[src/cpg_pkg.sv]
// Package for the circle point generator: field widths, codes and shared types.
// No dependencies; used by circle_point_generator.
package cpg_pkg;

  localparam int unsigned CoordInW   = 10;  // center row/col and radius
  localparam int unsigned ColorW     = 24;
  localparam int unsigned CfgW       = 11;  // image size registers
  localparam int unsigned PixW       = 12;  // signed output coordinates
  localparam int unsigned DecW       = 16;  // midpoint decision variable
  localparam int unsigned SDataW     = 56;  // 54 bits of fields, padded to bytes
  localparam int unsigned MDataW     = 48;
  localparam int unsigned MUserW     = 2;
  localparam int unsigned MaxSideDef = 1024;
  localparam int unsigned SizeRstVal = 1024;

  typedef logic signed [PixW-1:0] coord_t;
  typedef logic signed [DecW-1:0] dec_t;

  typedef enum logic {
    OP_START   = 1'b0,
    OP_ADVANCE = 1'b1
  } op_e;

  typedef enum logic {
    REG_IMAGE_HEIGHT = 1'b0,
    REG_IMAGE_WIDTH  = 1'b1
  } cfg_reg_e;

endpackage

[src/circle_point_generator.sv]
// Midpoint circle point generator, top level.
// Depends on cpg_pkg for widths, operation and register codes.
//
// Each accepted start, or advance of a running circle, yields eight points,
// one per cycle while the output is not stalled; the next item is taken in
// the cycle its predecessor's eighth point moves into the output register.
// Outputs are registered; the decision update is done in the accepting
// cycle. An advance with no circle running is accepted, changes nothing
// and produces no output.
module circle_point_generator #(
  parameter int unsigned MAX_SIDE = cpg_pkg::MaxSideDef
) (
  input  logic                       clk_i,
  input  logic                       rst_ni,
  // configuration write port
  input  logic                       cfg_we_i,
  input  logic                       cfg_addr_i,
  input  logic [cpg_pkg::CfgW-1:0]   cfg_wdata_i,
  // input stream
  input  logic                       s_axis_tvalid_i,
  output logic                       s_axis_tready_o,
  // tdata: center_row[9:0], center_col[19:10], radius[29:20], color[53:30], zero pad
  input  logic [cpg_pkg::SDataW-1:0] s_axis_tdata_i,
  // tuser: op
  input  logic                       s_axis_tuser_i,
  // output stream
  output logic                       m_axis_tvalid_o,
  input  logic                       m_axis_tready_i,
  // tdata: pixel_row[11:0], pixel_col[23:12], pixel_color[47:24]
  output logic [cpg_pkg::MDataW-1:0] m_axis_tdata_o,
  output logic                       m_axis_tlast_o,
  // tuser: outside[0], done_res[1]
  output logic [cpg_pkg::MUserW-1:0] m_axis_tuser_o
);

  import cpg_pkg::*;

  localparam int unsigned EW   = $clog2(MAX_SIDE + 1);
  localparam int unsigned CmpW = (EW > 12) ? EW + 1 : 13;
  localparam int unsigned RstSize = (SizeRstVal > MAX_SIDE) ? MAX_SIDE : SizeRstVal;

  // configuration, stored already clamped to MAX_SIDE
  logic [EW-1:0] eff_h_q, eff_w_q;
  logic [EW-1:0] cfg_sat;
  logic          cfg_over;

  assign cfg_over = {{(CmpW-CfgW){1'b0}}, cfg_wdata_i} > CmpW'(MAX_SIDE);
  assign cfg_sat  = cfg_over ? EW'(MAX_SIDE) : EW'(cfg_wdata_i);

  always_ff @(posedge clk_i or negedge rst_ni) begin
    if (!rst_ni) begin
      eff_h_q <= EW'(RstSize);
      eff_w_q <= EW'(RstSize);
    end else if (cfg_we_i) begin
      case (cfg_reg_e'(cfg_addr_i))
        REG_IMAGE_HEIGHT: eff_h_q <= cfg_sat;
        REG_IMAGE_WIDTH:  eff_w_q <= cfg_sat;
        default: ;
      endcase
    end
  end

  // circle state; also the source of the points being emitted
  logic                  active_q, active_d;
  logic [CoordInW-1:0]   ctr_row_q, ctr_row_d;
  logic [CoordInW-1:0]   ctr_col_q, ctr_col_d;
  logic [ColorW-1:0]     color_q, color_d;
  coord_t                x_q, x_d, y_q, y_d;
  dec_t                  dec_q, dec_d;
  logic                  fin_q, fin_d;
  logic                  busy_q, busy_d;
  logic [2:0]            k_q, k_d;

  logic out_free, emit_move, emit_last, in_fire;
  logic                m_valid_q, m_valid_d;
  logic [MDataW-1:0]   m_data_q, m_data_d;
  logic                m_last_q, m_last_d;
  logic [MUserW-1:0]   m_user_q, m_user_d;

  assign out_free        = !m_valid_q || m_axis_tready_i;
  assign emit_move       = busy_q && out_free;
  assign emit_last       = emit_move && (k_q == 3'd7);
  assign s_axis_tready_o = !busy_q || emit_last;
  assign in_fire         = s_axis_tvalid_i && s_axis_tready_o;

  // input fields
  logic [CoordInW-1:0] in_row, in_col, in_rad;
  logic [ColorW-1:0]   in_color;
  assign in_row   = s_axis_tdata_i[9:0];
  assign in_col   = s_axis_tdata_i[19:10];
  assign in_rad   = s_axis_tdata_i[29:20];
  assign in_color = s_axis_tdata_i[53:30];

  // one midpoint step
  coord_t x_nx, y_nx, diff;
  dec_t   dec_nx, dec_init;
  logic   dec_pos;

  assign dec_pos  = dec_q > $signed(DecW'(0));
  assign x_nx     = x_q + coord_t'(1);
  assign y_nx     = dec_pos ? (y_q - coord_t'(1)) : y_q;
  assign diff     = dec_pos ? (x_nx - y_nx) : x_nx;
  assign dec_nx   = dec_q + {{(DecW-PixW-2){diff[PixW-1]}}, diff, 2'b00}
                  + (dec_pos ? dec_t'(10) : dec_t'(6));
  assign dec_init = dec_t'(3) - {{(DecW-CoordInW-1){1'b0}}, in_rad, 1'b0};

  always_comb begin
    active_d  = active_q;
    ctr_row_d = ctr_row_q;
    ctr_col_d = ctr_col_q;
    color_d   = color_q;
    x_d       = x_q;
    y_d       = y_q;
    dec_d     = dec_q;
    fin_d     = fin_q;
    busy_d    = busy_q && !emit_last;
    k_d       = emit_move ? k_q + 3'd1 : k_q;
    if (in_fire) begin
      if (op_e'(s_axis_tuser_i) == OP_START) begin
        active_d  = 1'b1;
        ctr_row_d = in_row;
        ctr_col_d = in_col;
        color_d   = in_color;
        x_d       = '0;
        y_d       = {{(PixW-CoordInW){1'b0}}, in_rad};
        dec_d     = dec_init;
        fin_d     = 1'b0;
        busy_d    = 1'b1;
        k_d       = '0;
      end else if (active_q) begin
        x_d      = x_nx;
        y_d      = y_nx;
        dec_d    = dec_nx;
        fin_d    = y_nx < x_nx;
        active_d = !(y_nx < x_nx);
        busy_d   = 1'b1;
        k_d      = '0;
      end
    end
  end

  always_ff @(posedge clk_i or negedge rst_ni) begin
    if (!rst_ni) begin
      active_q <= 1'b0;
      busy_q   <= 1'b0;
      k_q      <= '0;
      fin_q    <= 1'b0;
    end else begin
      active_q <= active_d;
      busy_q   <= busy_d;
      k_q      <= k_d;
      fin_q    <= fin_d;
    end
  end

  always_ff @(posedge clk_i) begin
    ctr_row_q <= ctr_row_d;
    ctr_col_q <= ctr_col_d;
    color_q   <= color_d;
    x_q       <= x_d;
    y_q       <= y_d;
    dec_q     <= dec_d;
  end

  // point k of the octant pattern: bit 2 swaps x/y, bit 0 negates the row
  // offset, bit 1 the column offset
  coord_t a_sel, b_sel, pt_row, pt_col, r_ext, c_ext;
  logic   pt_out;

  assign r_ext  = {{(PixW-CoordInW){1'b0}}, ctr_row_q};
  assign c_ext  = {{(PixW-CoordInW){1'b0}}, ctr_col_q};
  assign a_sel  = k_q[2] ? y_q : x_q;
  assign b_sel  = k_q[2] ? x_q : y_q;
  assign pt_row = k_q[0] ? (r_ext - a_sel) : (r_ext + a_sel);
  assign pt_col = k_q[1] ? (c_ext - b_sel) : (c_ext + b_sel);
  assign pt_out = pt_row[PixW-1] || pt_col[PixW-1]
               || ({{(CmpW-PixW){1'b0}}, pt_row} >= {{(CmpW-EW){1'b0}}, eff_h_q})
               || ({{(CmpW-PixW){1'b0}}, pt_col} >= {{(CmpW-EW){1'b0}}, eff_w_q});

  always_comb begin
    m_valid_d = m_valid_q;
    m_data_d  = m_data_q;
    m_last_d  = m_last_q;
    m_user_d  = m_user_q;
    if (out_free) begin
      m_valid_d = busy_q;
      m_data_d  = {color_q, pt_col, pt_row};
      m_last_d  = (k_q == 3'd7);
      m_user_d  = {fin_q, pt_out};
    end
  end

  always_ff @(posedge clk_i or negedge rst_ni) begin
    if (!rst_ni) begin
      m_valid_q <= 1'b0;
    end else begin
      m_valid_q <= m_valid_d;
    end
  end

  always_ff @(posedge clk_i) begin
    m_data_q <= m_data_d;
    m_last_q <= m_last_d;
    m_user_q <= m_user_d;
  end

  assign m_axis_tvalid_o = m_valid_q;
  assign m_axis_tdata_o  = m_data_q;
  assign m_axis_tlast_o  = m_last_q;
  assign m_axis_tuser_o  = m_user_q;

`ifndef ASSERT_OFF
  // a start always opens a fresh, non-final run at point zero
  a_start_run: assert property (@(posedge clk_i) disable iff (!rst_ni)
    in_fire && (s_axis_tuser_i == OP_START) |=> busy_q && (k_q == 3'd0) && !fin_q)
    else $error("start did not open a new run");

  // while a run is emitting, a new transaction is taken only with its last point
  a_ready_at_end: assert property (@(posedge clk_i) disable iff (!rst_ni)
    busy_q && s_axis_tready_o |-> (k_q == 3'd7) && out_free)
    else $error("input taken in the middle of a run");

  // the final iteration leaves the circle inactive
  a_fin_idle: assert property (@(posedge clk_i) disable iff (!rst_ni)
    busy_q && fin_q |-> !active_q)
    else $error("circle still active after final iteration");
`endif

endmodule
[config.mk]
export PLATFORM = sky130hd
export DESIGN_NAME = circle_point_generator
export DESIGN_NICKNAME = d
export VERILOG_FILES = /design/src/cpg_pkg.sv /design/src/circle_point_generator.sv
export SDC_FILE = /design/constraint.sdc
export NUM_CORES = 1
export LEC_CHECK = 0
export BUFFER_PORTS_ARGS = -buffer_cell sky130_fd_sc_hd__buf_2
export CORE_ASPECT_RATIO = 1.5
export CORE_MARGIN = 4
export CORE_UTILIZATION = 50
export DETAILED_ROUTE_END_ITERATION = 12
export GPL_ROUTABILITY_DRIVEN = 1
export HOLD_SLACK_MARGIN = 0.03
export PLACE_DENSITY = 0.67
export SYNTH_ARGS = -nofsm -noshare
export SYNTH_HDL_FRONTEND = slang
export SYNTH_SLANG_ARGS = --single-unit
[constraint.sdc]
create_clock -name clk_i -period 5.2 [get_ports clk_i]
set_input_delay 1.04 -clock clk_i [delete_from_list [all_inputs] [get_ports clk_i]]
set_output_delay 1.04 -clock clk_i [all_outputs]
set_load 0.01 [all_outputs]
# ---- Word-level counts from Yosys, hierarchy flattened
# Index checks and enable logic that the tools add are counted.
dict set report op_classes {
  addsub 11
  order_cmp 5
  eq_ne 2
  muxes 24
  bitwise_logic 2
  n_reduce_logical 17
}
# cell count
set ops {}
lappend ops {{2-to-1 mux 12 bit} 8}
lappend ops {{2-to-1 mux 16 bit} 2}
lappend ops {{adder 11 x 12 -> 12 bit} 2}
lappend ops {{>= comparator 12 x 11 -> 1 bit} 2}
lappend ops {{subtractor 11 x 12 -> 12 bit} 2}
lappend ops {{adder 16 bit} 1}
lappend ops {{adder 16 x 4 -> 16 bit} 1}
lappend ops {{> comparator 16 x 1 -> 1 bit (second input constant)} 1}
lappend ops {{adder 12 x 2 -> 12 bit (second input constant)} 1}
lappend ops {{< comparator 12 bit} 1}
lappend ops {{2-to-1 mux 3 bit} 4}
lappend ops {{subtractor 12 bit} 1}
lappend ops {{subtractor 12 x 2 -> 12 bit (second input constant)} 1}
lappend ops {{subtractor 2 x 11 -> 12 bit (first input constant)} 1}
lappend ops {{> comparator 11 bit (second input constant)} 1}
lappend ops {{2-to-1 mux 11 bit} 1}
lappend ops {{2-to-1 mux 10 bit} 1}
lappend ops {{AND reduction 2 bit} 4}
lappend ops {{2-to-1 mux 1 bit} 7}
lappend ops {{logical OR 1 bit} 5}
lappend ops {{logical AND 1 bit} 4}
lappend ops {{logical NOT 1 bit} 4}
lappend ops {{2-to-1 mux 4 bit} 1}
lappend ops {{adder 3 x 1 -> 3 bit (second input constant)} 1}
lappend ops {{3 further kinds} 4}
dict set report word_totals {
  ff_bits 164
  input_bits 74
  output_inout_bits 53
  elab_cells 78
}

# ---- Depth between registers and ports, before layout
# Gate-level depths: netlist of run 1.
dict set report depth {
  depth_word 9
  depth_mapped 23
  mapped_depth_nobuf 23
}

# ---- Worst setup path before layout of run 1
# OpenSTA, ideal clock, no wires.
dict set report synth_timing {
  path_kind {input to register}
  start {in m_axis_tready_i}
  end {reg fin_q}
  setup_time_ns 0.128
  arrival_time_ns 5.403
  required_time_ns 5.072
  setup_slack_ns -0.331
  stages 6
  path_buffers 0
  path_cell_list {nand2b_1 > nand2_1 > nand2_1 > nand2_1 > a21oi_1 > mux2_2}
}
dict set report synth_between {
  elab_chain_len 6
}
# item line
set synth_rtl {}
lappend synth_rtl {{from (decl)} circle_point_generator.sv:28} ;# input logic m_axis_tready_i,
lappend synth_rtl {{logical OR 1 bit} circle_point_generator.sv:80} ;# assign out_free = !m_valid_q || m_axis_tready_i;
lappend synth_rtl {{logical AND 1 bit} circle_point_generator.sv:81} ;# assign emit_move = busy_q && out_free;
lappend synth_rtl {{logical AND 1 bit} circle_point_generator.sv:82} ;# assign emit_last = emit_move && (k_q == 3'd7);
lappend synth_rtl {{logical OR 1 bit} circle_point_generator.sv:83} ;# assign s_axis_tready_o = !busy_q || emit_last;
lappend synth_rtl {{named net s_axis_tready_o} circle_point_generator.sv:21} ;# output logic s_axis_tready_o,
lappend synth_rtl {{logical AND 1 bit} circle_point_generator.sv:84} ;# assign in_fire = s_axis_tvalid_i && s_axis_tready_o;
lappend synth_rtl {{AND reduction 2 bit (no line)} -}
lappend synth_rtl {{to (signal assigned)} circle_point_generator.sv:152} ;# fin_q <= fin_d;
lappend synth_rtl {{to (decl)} circle_point_generator.sv:70} ;# logic fin_q, fin_d;
# The timed path passes the listed nets, and every way through them passes these cells.
# A chain may end at the register's enable or synchronous reset.

# ---- Worst setup path after layout of run 1
dict set report layout_timing {
  start {reg y_q[0]}
  end {reg dec_q[15], data pin}
}
dict set report layout_between {
  elab_chain_len 8
}
# item line
set layout_rtl {}
lappend layout_rtl {{from (decl)} circle_point_generator.sv:68} ;# coord_t x_q, x_d, y_q, y_d;
lappend layout_rtl {{from (signal assigned)} circle_point_generator.sv:161} ;# y_q <= y_d;
lappend layout_rtl {{subtractor 12 x 2 -> 12 bit} circle_point_generator.sv:101} ;# assign y_nx = dec_pos ? (y_q - coord_t'(1)) : y_q;
lappend layout_rtl {{2-to-1 mux 12 bit *} circle_point_generator.sv:101}
lappend layout_rtl {{subtractor 12 bit *} circle_point_generator.sv:102} ;# assign diff = dec_pos ? (x_nx - y_nx) : x_nx;
lappend layout_rtl {{2-to-1 mux 12 bit *} circle_point_generator.sv:102}
lappend layout_rtl {{adder 16 bit *} circle_point_generator.sv:103} ;# assign dec_nx = dec_q + {{(DecW-PixW-2){diff[PixW-1]}}, diff, 2'b00}
lappend layout_rtl {{adder 16 x 4 -> 16 bit *} circle_point_generator.sv:104} ;# + (dec_pos ? dec_t'(10) : dec_t'(6));
lappend layout_rtl {{2-to-1 mux 16 bit *} circle_point_generator.sv:130} ;# end else if (active_q) begin
lappend layout_rtl {{2-to-1 mux 16 bit *} circle_point_generator.sv:119} ;# if (op_e'(s_axis_tuser_i) == OP_START) begin
lappend layout_rtl {{to (signal assigned)} circle_point_generator.sv:162} ;# dec_q <= dec_d;
lappend layout_rtl {{to (decl)} circle_point_generator.sv:69} ;# dec_t dec_q, dec_d;
# Mark *: on every way between the ends. The rest lies on a longest branch, timed or not. The select of a mux whose other input is x is not followed.

==> flow_summary.ini, run 1 <==
[status]
outcome = finished, final reports clean

[power]
sw_frac_of_total_pct = 39.0
leakage_nw = 4.73
power_density_nw_per_um2 = 575
intPower_mw = 4.10
p_switching_mw = 2.62
irDropWorstVdd_mv = 0.271
seqPwrFrac_pct = 29.3
pwr-share-comb_pct = 51.6
power.total_mw = 6.71
clkPwrFrac_pct = 19.1

[drt]
dr.pass1.iters = 5
num_vias = 7142
met2_wirelength_microns = 11900
drt_first_iter_violations = 377
vias_per_cell = 5.31
drt-met1-wl_microns = 8600
routed_wl_microns = 21900
drc = 0
highest_layer = met4
wl_per_cell_microns = 16.3
antenna_left = 0
met3_length_microns = 775

[grt]
grt_overflow = 0
first_global_vias = 7027
antenna_found_initial = 0
grt_pass1_wl_microns = 35100
gr-usage-all-layers_pct = 20.3
grt_max_degree = 56

[setup_path]
crit_type = reg2reg
timing.rr.end = dec_q[15]$_DFFE_PP_
worstPathArrival_ns = 4.97
cp-endpoint = dec_q[15]$_DFFE_PP_
ff2ff_path_depth = 20
path_max_fanout = 6
regToRegSetupSlack_ns = 0.39
cp-start-kind = register
crit_start = y_q[0]$_DFFE_PP_
r2r_start = y_q[0]$_DFFE_PP_
critPathCaptureType = register
crit_required_ns = 5.36

[finish]
area_growth_pct = 17.0
fin_util_pct = 59.3
antenna_cells = 0
drive_above_1_share_pct = 21.5
fill_cells = 1721
fin_cells = 1346
fin_area_sq_um = 11700
fin_nets = 1230

[logic_synthesis]
synth_warnings = 0
ys_ff_latch = 163
yosysSeqAreaShare_pct = 47.6
postSynthCellCount = 931
ys.flop_type = edfxtp_1
yosys.cell_types.count = 72
syn_area_per_cell_sq_um = 10.7
synthesis.area_sq_um = 9980
synth_nets = 1088
synthArstFlopShare_pct = 17.8
synth-edff-count = 134

[clocking]
clockBufferDepth = 2
worstSkewPairLatency_ns = 0.44
cts_tree = yes
cts-buffers-inserted = 17
cts_sinks = 163
ctsHtreeMaxLevel = 4
clock-root-buffer = clkbuf_16
cts.reportedPaths.clkPinSlew_ns = 0.07

[placement]
routabilityCongestion = 0.833
dp_hpwl_microns = 16500
port_buffers = 124
dp.cells = 1306
placed_area_sq_um = 11000
dp_slack_ns = 0.166

[timing]
setup_viol = 0
rsz0062_at_grt = false
fin_setup_tns_ns = 0
relSlewSlack_pct = 48.3
finalMaxSlewViolations = 0
fin_skew_ns = 0.0106
hold_viol_final = 0
fmax_mhz = 208
layout_setup_ws_ns = 0.392
tightest_slew_ns = 0.775
finalCritPeriodShare_pct = 92.5
post-route-min-period_ns = 4.81
worst_hold_slack_ns = 0.415

[die]
die_x_microns = 123
core-area_sq_um = 19700
row_count = 63
start_util_pct = 50.7
die-area_sq_um = 22300
die_y_microns = 181
ioPinCount = 127

[run]
drv_cap = 0

[hold_path]
hp-class = reg2reg
## power groups by stage
stage / registers [mW] / clock network (mW) / logic [mW]
after floorplan: 2.01 / 0 / 2.54
after global placement: 1.99 / 0 / 3.35
after detailed placement: 2.00 / 0 / 3.43
after CTS: 1.97 / 1.31 / 3.47
after global routing: 1.99 / 1.37 / 3.94
final: 1.97 / 1.28 / 3.46
## layer usage
layer / vias to the layer above / global-route usage, %
met5: - / 0
met4: 0 / 8.51
met3: 40 / 3.79
met2: 137 / 37.0
met1: 3327 / 22.8
li1: 3638 / -
## Yosys cell counts, types with 5 or more instances
cell | instances | area [sq um]
o31ai_1 | 5 | 37.5
mux2_2 | 10 | 113
o21bai_1 | 5 | 37.5
o21a_1 | 8 | 60.1
nand3_1 | 13 | 65.1
mux2i_1 | 26 | 260
a21oi_1 | 50 | 250
a31oi_1 | 6 | 37.5
o21ai_0 | 59 | 295
edfxtp_1 | 134 | 4020
nor2b_1 | 10 | 62.6
fa_1 | 5 | 100
nor3b_1 | 7 | 52.6
and2_1 | 9 | 56.3
xor2_1 | 37 | 324
nor3_1 | 17 | 85.1
dfrtp_1 | 27 | 676
a21o_1 | 10 | 75.1
nand2_1 | 69 | 259
clkbuf_1 | 22 | 82.6
xnor2_1 | 55 | 482
or3_1 | 6 | 37.5
inv_1 | 57 | 214
nand2b_1 | 26 | 163
a211oi_1 | 6 | 45.0
a21boi_0 | 5 | 37.5
buf_2 | 7 | 35.0
o21ai_1 | 8 | 40.0
nor2_1 | 80 | 300
ha_1 | 78 | 976
## layout make-up
class | instances | area, sq um | area share, %
well taps | 260 | 325 | 2.78
multi-input cells | 677 | 4930 | 42.2
clock buffers | 17 | 425 | 3.64
flip-flops and latches | 163 | 4750 | 40.7
repair buffers | 157 | 868 | 7.43
clock inverters | 15 | 171 | 1.47
inverters | 57 | 214 | 1.83
## critical path, cell delays in order (launching register included)
cell and delay (ns):
edfxtp_1 0.51, inv_1 0.10, ha_1 0.17, nor4b_4 0.23
or3b_1 0.45, xor2_1 0.18, buf_4 0.17, o211ai_1 0.22
a32o_1 0.21, o31ai_2 0.08, or4_1 0.47, nand3_1 0.09
nand2_1 0.07, ha_1 0.27, ha_1 0.34, a21o_1 0.17
a31oi_1 0.21, o21ai_0 0.16, xnor2_1 0.16, nor3_1 0.18
o31ai_2 0.09
## flip-flops by register name (all words and copies together) (netlist names), 11 cells and up
signal,count
m_axis_tdata_o,48
color_q,24
x_q,12
eff_w_q,11
eff_h_q,11
dec_q,15
y_q,12
## layout by cell type (no fill, tap or decap), types with 6 or more instances in the layout
| cell type | instances |
|---|---|
| xor2_1 | 37 |
| inv_1 | 57 |
| dfrtp_1 | 26 |
| nand2_1 | 69 |
| buf_2 | 124 |
| buf_4 | 33 |
| o21ai_0 | 59 |
| edfxtp_1 | 134 |
| o21ai_1 | 8 |
| ha_1 | 78 |
| inv_6 | 6 |
| or3_1 | 6 |
| mux2_2 | 10 |
| nor2b_1 | 10 |
| and2_1 | 9 |
| a21oi_1 | 49 |
| a31oi_1 | 6 |
| nor2_1 | 78 |
| nor3b_1 | 7 |
| mux2i_1 | 26 |
| nand3_1 | 13 |
| clkbuf_16 | 17 |
| nand2b_1 | 25 |
| xnor2_1 | 53 |
| a21o_1 | 10 |
| o21a_1 | 8 |
| nor3_1 | 17 |
## how the worst min path moves through the flow
stage	from	endpoint	slack, ns	depth (start not counted)
after floorplan	color_q[0]$_DFFE_PP_	m_axis_tdata_o[24]$_DFFE_PN_	0.40	0
after global placement	color_q[7]$_DFFE_PP_	m_axis_tdata_o[31]$_DFFE_PN_	0.40	0
after detailed placement	color_q[15]$_DFFE_PP_	m_axis_tdata_o[39]$_DFFE_PN_	0.40	0
after CTS	color_q[3]$_DFFE_PP_	m_axis_tdata_o[27]$_DFFE_PN_	0.42	0
after global routing	color_q[3]$_DFFE_PP_	m_axis_tdata_o[27]$_DFFE_PN_	0.42	0
final	color_q[3]$_DFFE_PP_	m_axis_tdata_o[27]$_DFFE_PN_	0.41	0
## logic make-up after synthesis
group	after synthesis	synth area share (%)
XOR/XNOR	94	8.40
multiplexers	36	3.74
AND/OR/NAND/NOR	269	13.5
buffers and inverters	91	3.66
adder cells (fa/ha/maj)	85	11.0
AO/OA/AOI/OAI	193	12.1
flip-flops	163	47.6
## repair_timing
action                                 4_1_cts  5_1_grt
endpoints found under the hold margin        0        0
resized for setup                            0        7
setup buffers                                0        8
setup endpoints to repair                    0        1
hold buffers                                 0        0
Power figures use the tool's default switching activity.
==> run 2: changes to the inputs <==
- PLACE_DENSITY: 0.67 -> 0.7
==> flow_summary.ini, run 2 (synthesis results as in run 1) <==
[setup_path]
worstPathArrival_ns = 5.08
ff2ff_path_depth = 20
crit_type = reg2reg
cp-start-kind = register
critPathCaptureType = register
crit_required_ns = 5.42
path_max_fanout = 6

[finish]
layout_commonest_cell = edfxtp_1
area_growth_pct = 16.7
final_cell_mix = 134 x edfxtp_1, 124 x buf_2, 78 x nor2_1, 78 x ha_1, 69 x nand2_1
antenna_cells = 0
fin_area_sq_um = 11700
drive_above_1_share_pct = 21.1
register_area_sq_um = 4750
largest_register_ffs = 48
fin_nets = 1230
fill_cells = 1691
multi_input_area_sq_um = 4910

[grt]
antenna_found_initial = 0
first_global_vias = 7216
grt_overflow = 0
grt_pass1_wl_microns = 34100
grt_max_degree = 56
gr-usage-all-layers_pct = 19.5

[clocking]
worstSkewPairLatency_ns = 0.44
ctsHoldBuffers = 0
cts.reportedPaths.clkPinSlew_ns = 0.07
clock-root-buffer = clkbuf_16
cts_sinks = 163
cts_tree = yes
clockBufferDepth = 2
ctsHtreeMaxLevel = 4
cts-buffers-inserted = 17

[timing]
hold_viol_final = 0
worst_hold_slack_ns = 0.415
fmax_mhz = 206
tightest_slew_ns = 0.928
finalMaxSlewViolations = 0
post-route-min-period_ns = 4.86
relSlewSlack_pct = 38.0
finalCritPeriodShare_pct = 93.5
setup_viol = 0
fin_skew_ns = 0.0182

[die]
die_x_microns = 123
ioPinCount = 127
start_util_pct = 50.7
core-area_sq_um = 19700
die_y_microns = 181
die-area_sq_um = 22300
row_count = 63

[drt]
dr.pass1.iters = 5
vias_per_cell = 5.37
antenna_left = 0
drt_first_iter_violations = 349
wl_per_cell_microns = 15.9
num_vias = 7231
routed_wl_microns = 21400
drc = 0

[power]
irDropWorstVdd_mv = 0.266
leakage_nw = 4.72
power_density_nw_per_um2 = 573

[hold_path]
hp-class = reg2reg
holdPathStages = 0

[placement]
dp_hpwl_microns = 16300
routabilityCongestion = 0.879
placed_area_sq_um = 11000
port_buffers = 124

[status]
outcome = finished, final reports clean

[run]
drv_cap = 0
==> run 2: changes by cell type in the layout (fill, tap and decap cells not counted) <==
cell        before  now
a211oi_1         5    6
a211oi_2         3    2
clkbuf_1         0    2
clkinv_2         1    2
clkinvlp_4       3    2
inv_6            6    4
o22ai_1          0    1
o22ai_2          1    0
xnor2_1         53   54
xnor2_2          4    3
==> run 2: worst max-delay path, cell delays in order (launching register included) <==
cell,delay [ns]
edfxtp_1,0.46
inv_1,0.09
ha_1,0.19
nor4b_4,0.22
or3b_1,0.45
xor2_1,0.18
buf_4,0.17
o211ai_1,0.22
a32o_1,0.22
o31ai_2,0.08
or4_1,0.47
nand3_1,0.10
nand2_1,0.07
ha_1,0.27
ha_1,0.34
a21o_1,0.17
a31oi_1,0.19
o21ai_0,0.15
xnor2_1,0.20
nor3_1,0.08
o31ai_2,0.34
==> run 2: path summary, 6_finish.rpt <==
path / startpoint / to / slack (ns)
max in group asynchronous: rst_ni / k_q[2]$_DFF_PN0_ / 4.05
worst max-delay path: y_q[0]$_DFFE_PP_ / dec_q[15]$_DFFE_PP_ / 0.34
worst min-delay path: color_q[23]$_DFFE_PP_ / m_axis_tdata_o[47]$_DFFE_PN_ / 0.42
worst max register to register: y_q[0]$_DFFE_PP_ / dec_q[15]$_DFFE_PP_ / 0.34
worst min register to register: color_q[23]$_DFFE_PP_ / m_axis_tdata_o[47]$_DFFE_PN_ / 0.42
min in group asynchronous: rst_ni / eff_w_q[1]$_DFFE_PN0P_ / 0.65
==> run 2: where the power goes <==
part / leakage, nW / internal [mW] / switching, mW / total, mW
Clock: 0.283 / 0.718 / 0.537 / 1.25
Combinational: 2.82 / 1.56 / 1.90 / 3.45
Sequential: 1.62 / 1.82 / 0.147 / 1.97
Total: 4.72 / 4.10 / 2.58 / 6.68
==> run 2: metal layers <==
metal / share of wire [%] / global-route usage (%) / vias up
met3: 3.2 / 3.41 / 41
met2: 54 / 36.2 / 131
met1: 40 / 21.2 / 3427
met4: 3.1 / 8.56 / 0
li1: - / - / 3632
met5: 0 / 0 / -
==> run 2: final cells by class <==
type                    count  area share [%]
flip-flops and latches    163            40.8
repair buffers            157            7.45
inverters                  57            1.84
clock buffers              19            3.72
well taps                 260            2.79
clock inverters            13            1.30
multi-input cells         677            42.1
==> run 2: repair_timing <==
| action | CTS | global route |
|---|---|---|
| setup buffers | 0 | 4 |
| endpoints found under the setup margin | 0 | 1 |
| gates resized for setup | 0 | 4 |
==> run 2: metrics by stage <==
| stage | setup TNS (ns) | utilization (%) | setup slack (ns) | cells | power (mW) |
|---|---|---|---|---|---|
| after floorplan | 0 | - | 0.0293 | 931 | 4.55 |
| after global placement | 0 | 55.9 | 0.226 | 1310 | 5.35 |
| after detailed placement | 0 | 55.9 | 0.175 | 1310 | 5.46 |
| after CTS | 0 | 58.9 | 0.158 | 1342 | 6.73 |
| after global routing | -0.00108 | 59.1 | -0.00108 | 1346 | 7.31 |
| final | 0 | 59.1 | 0.337 | 1346 | 6.68 |
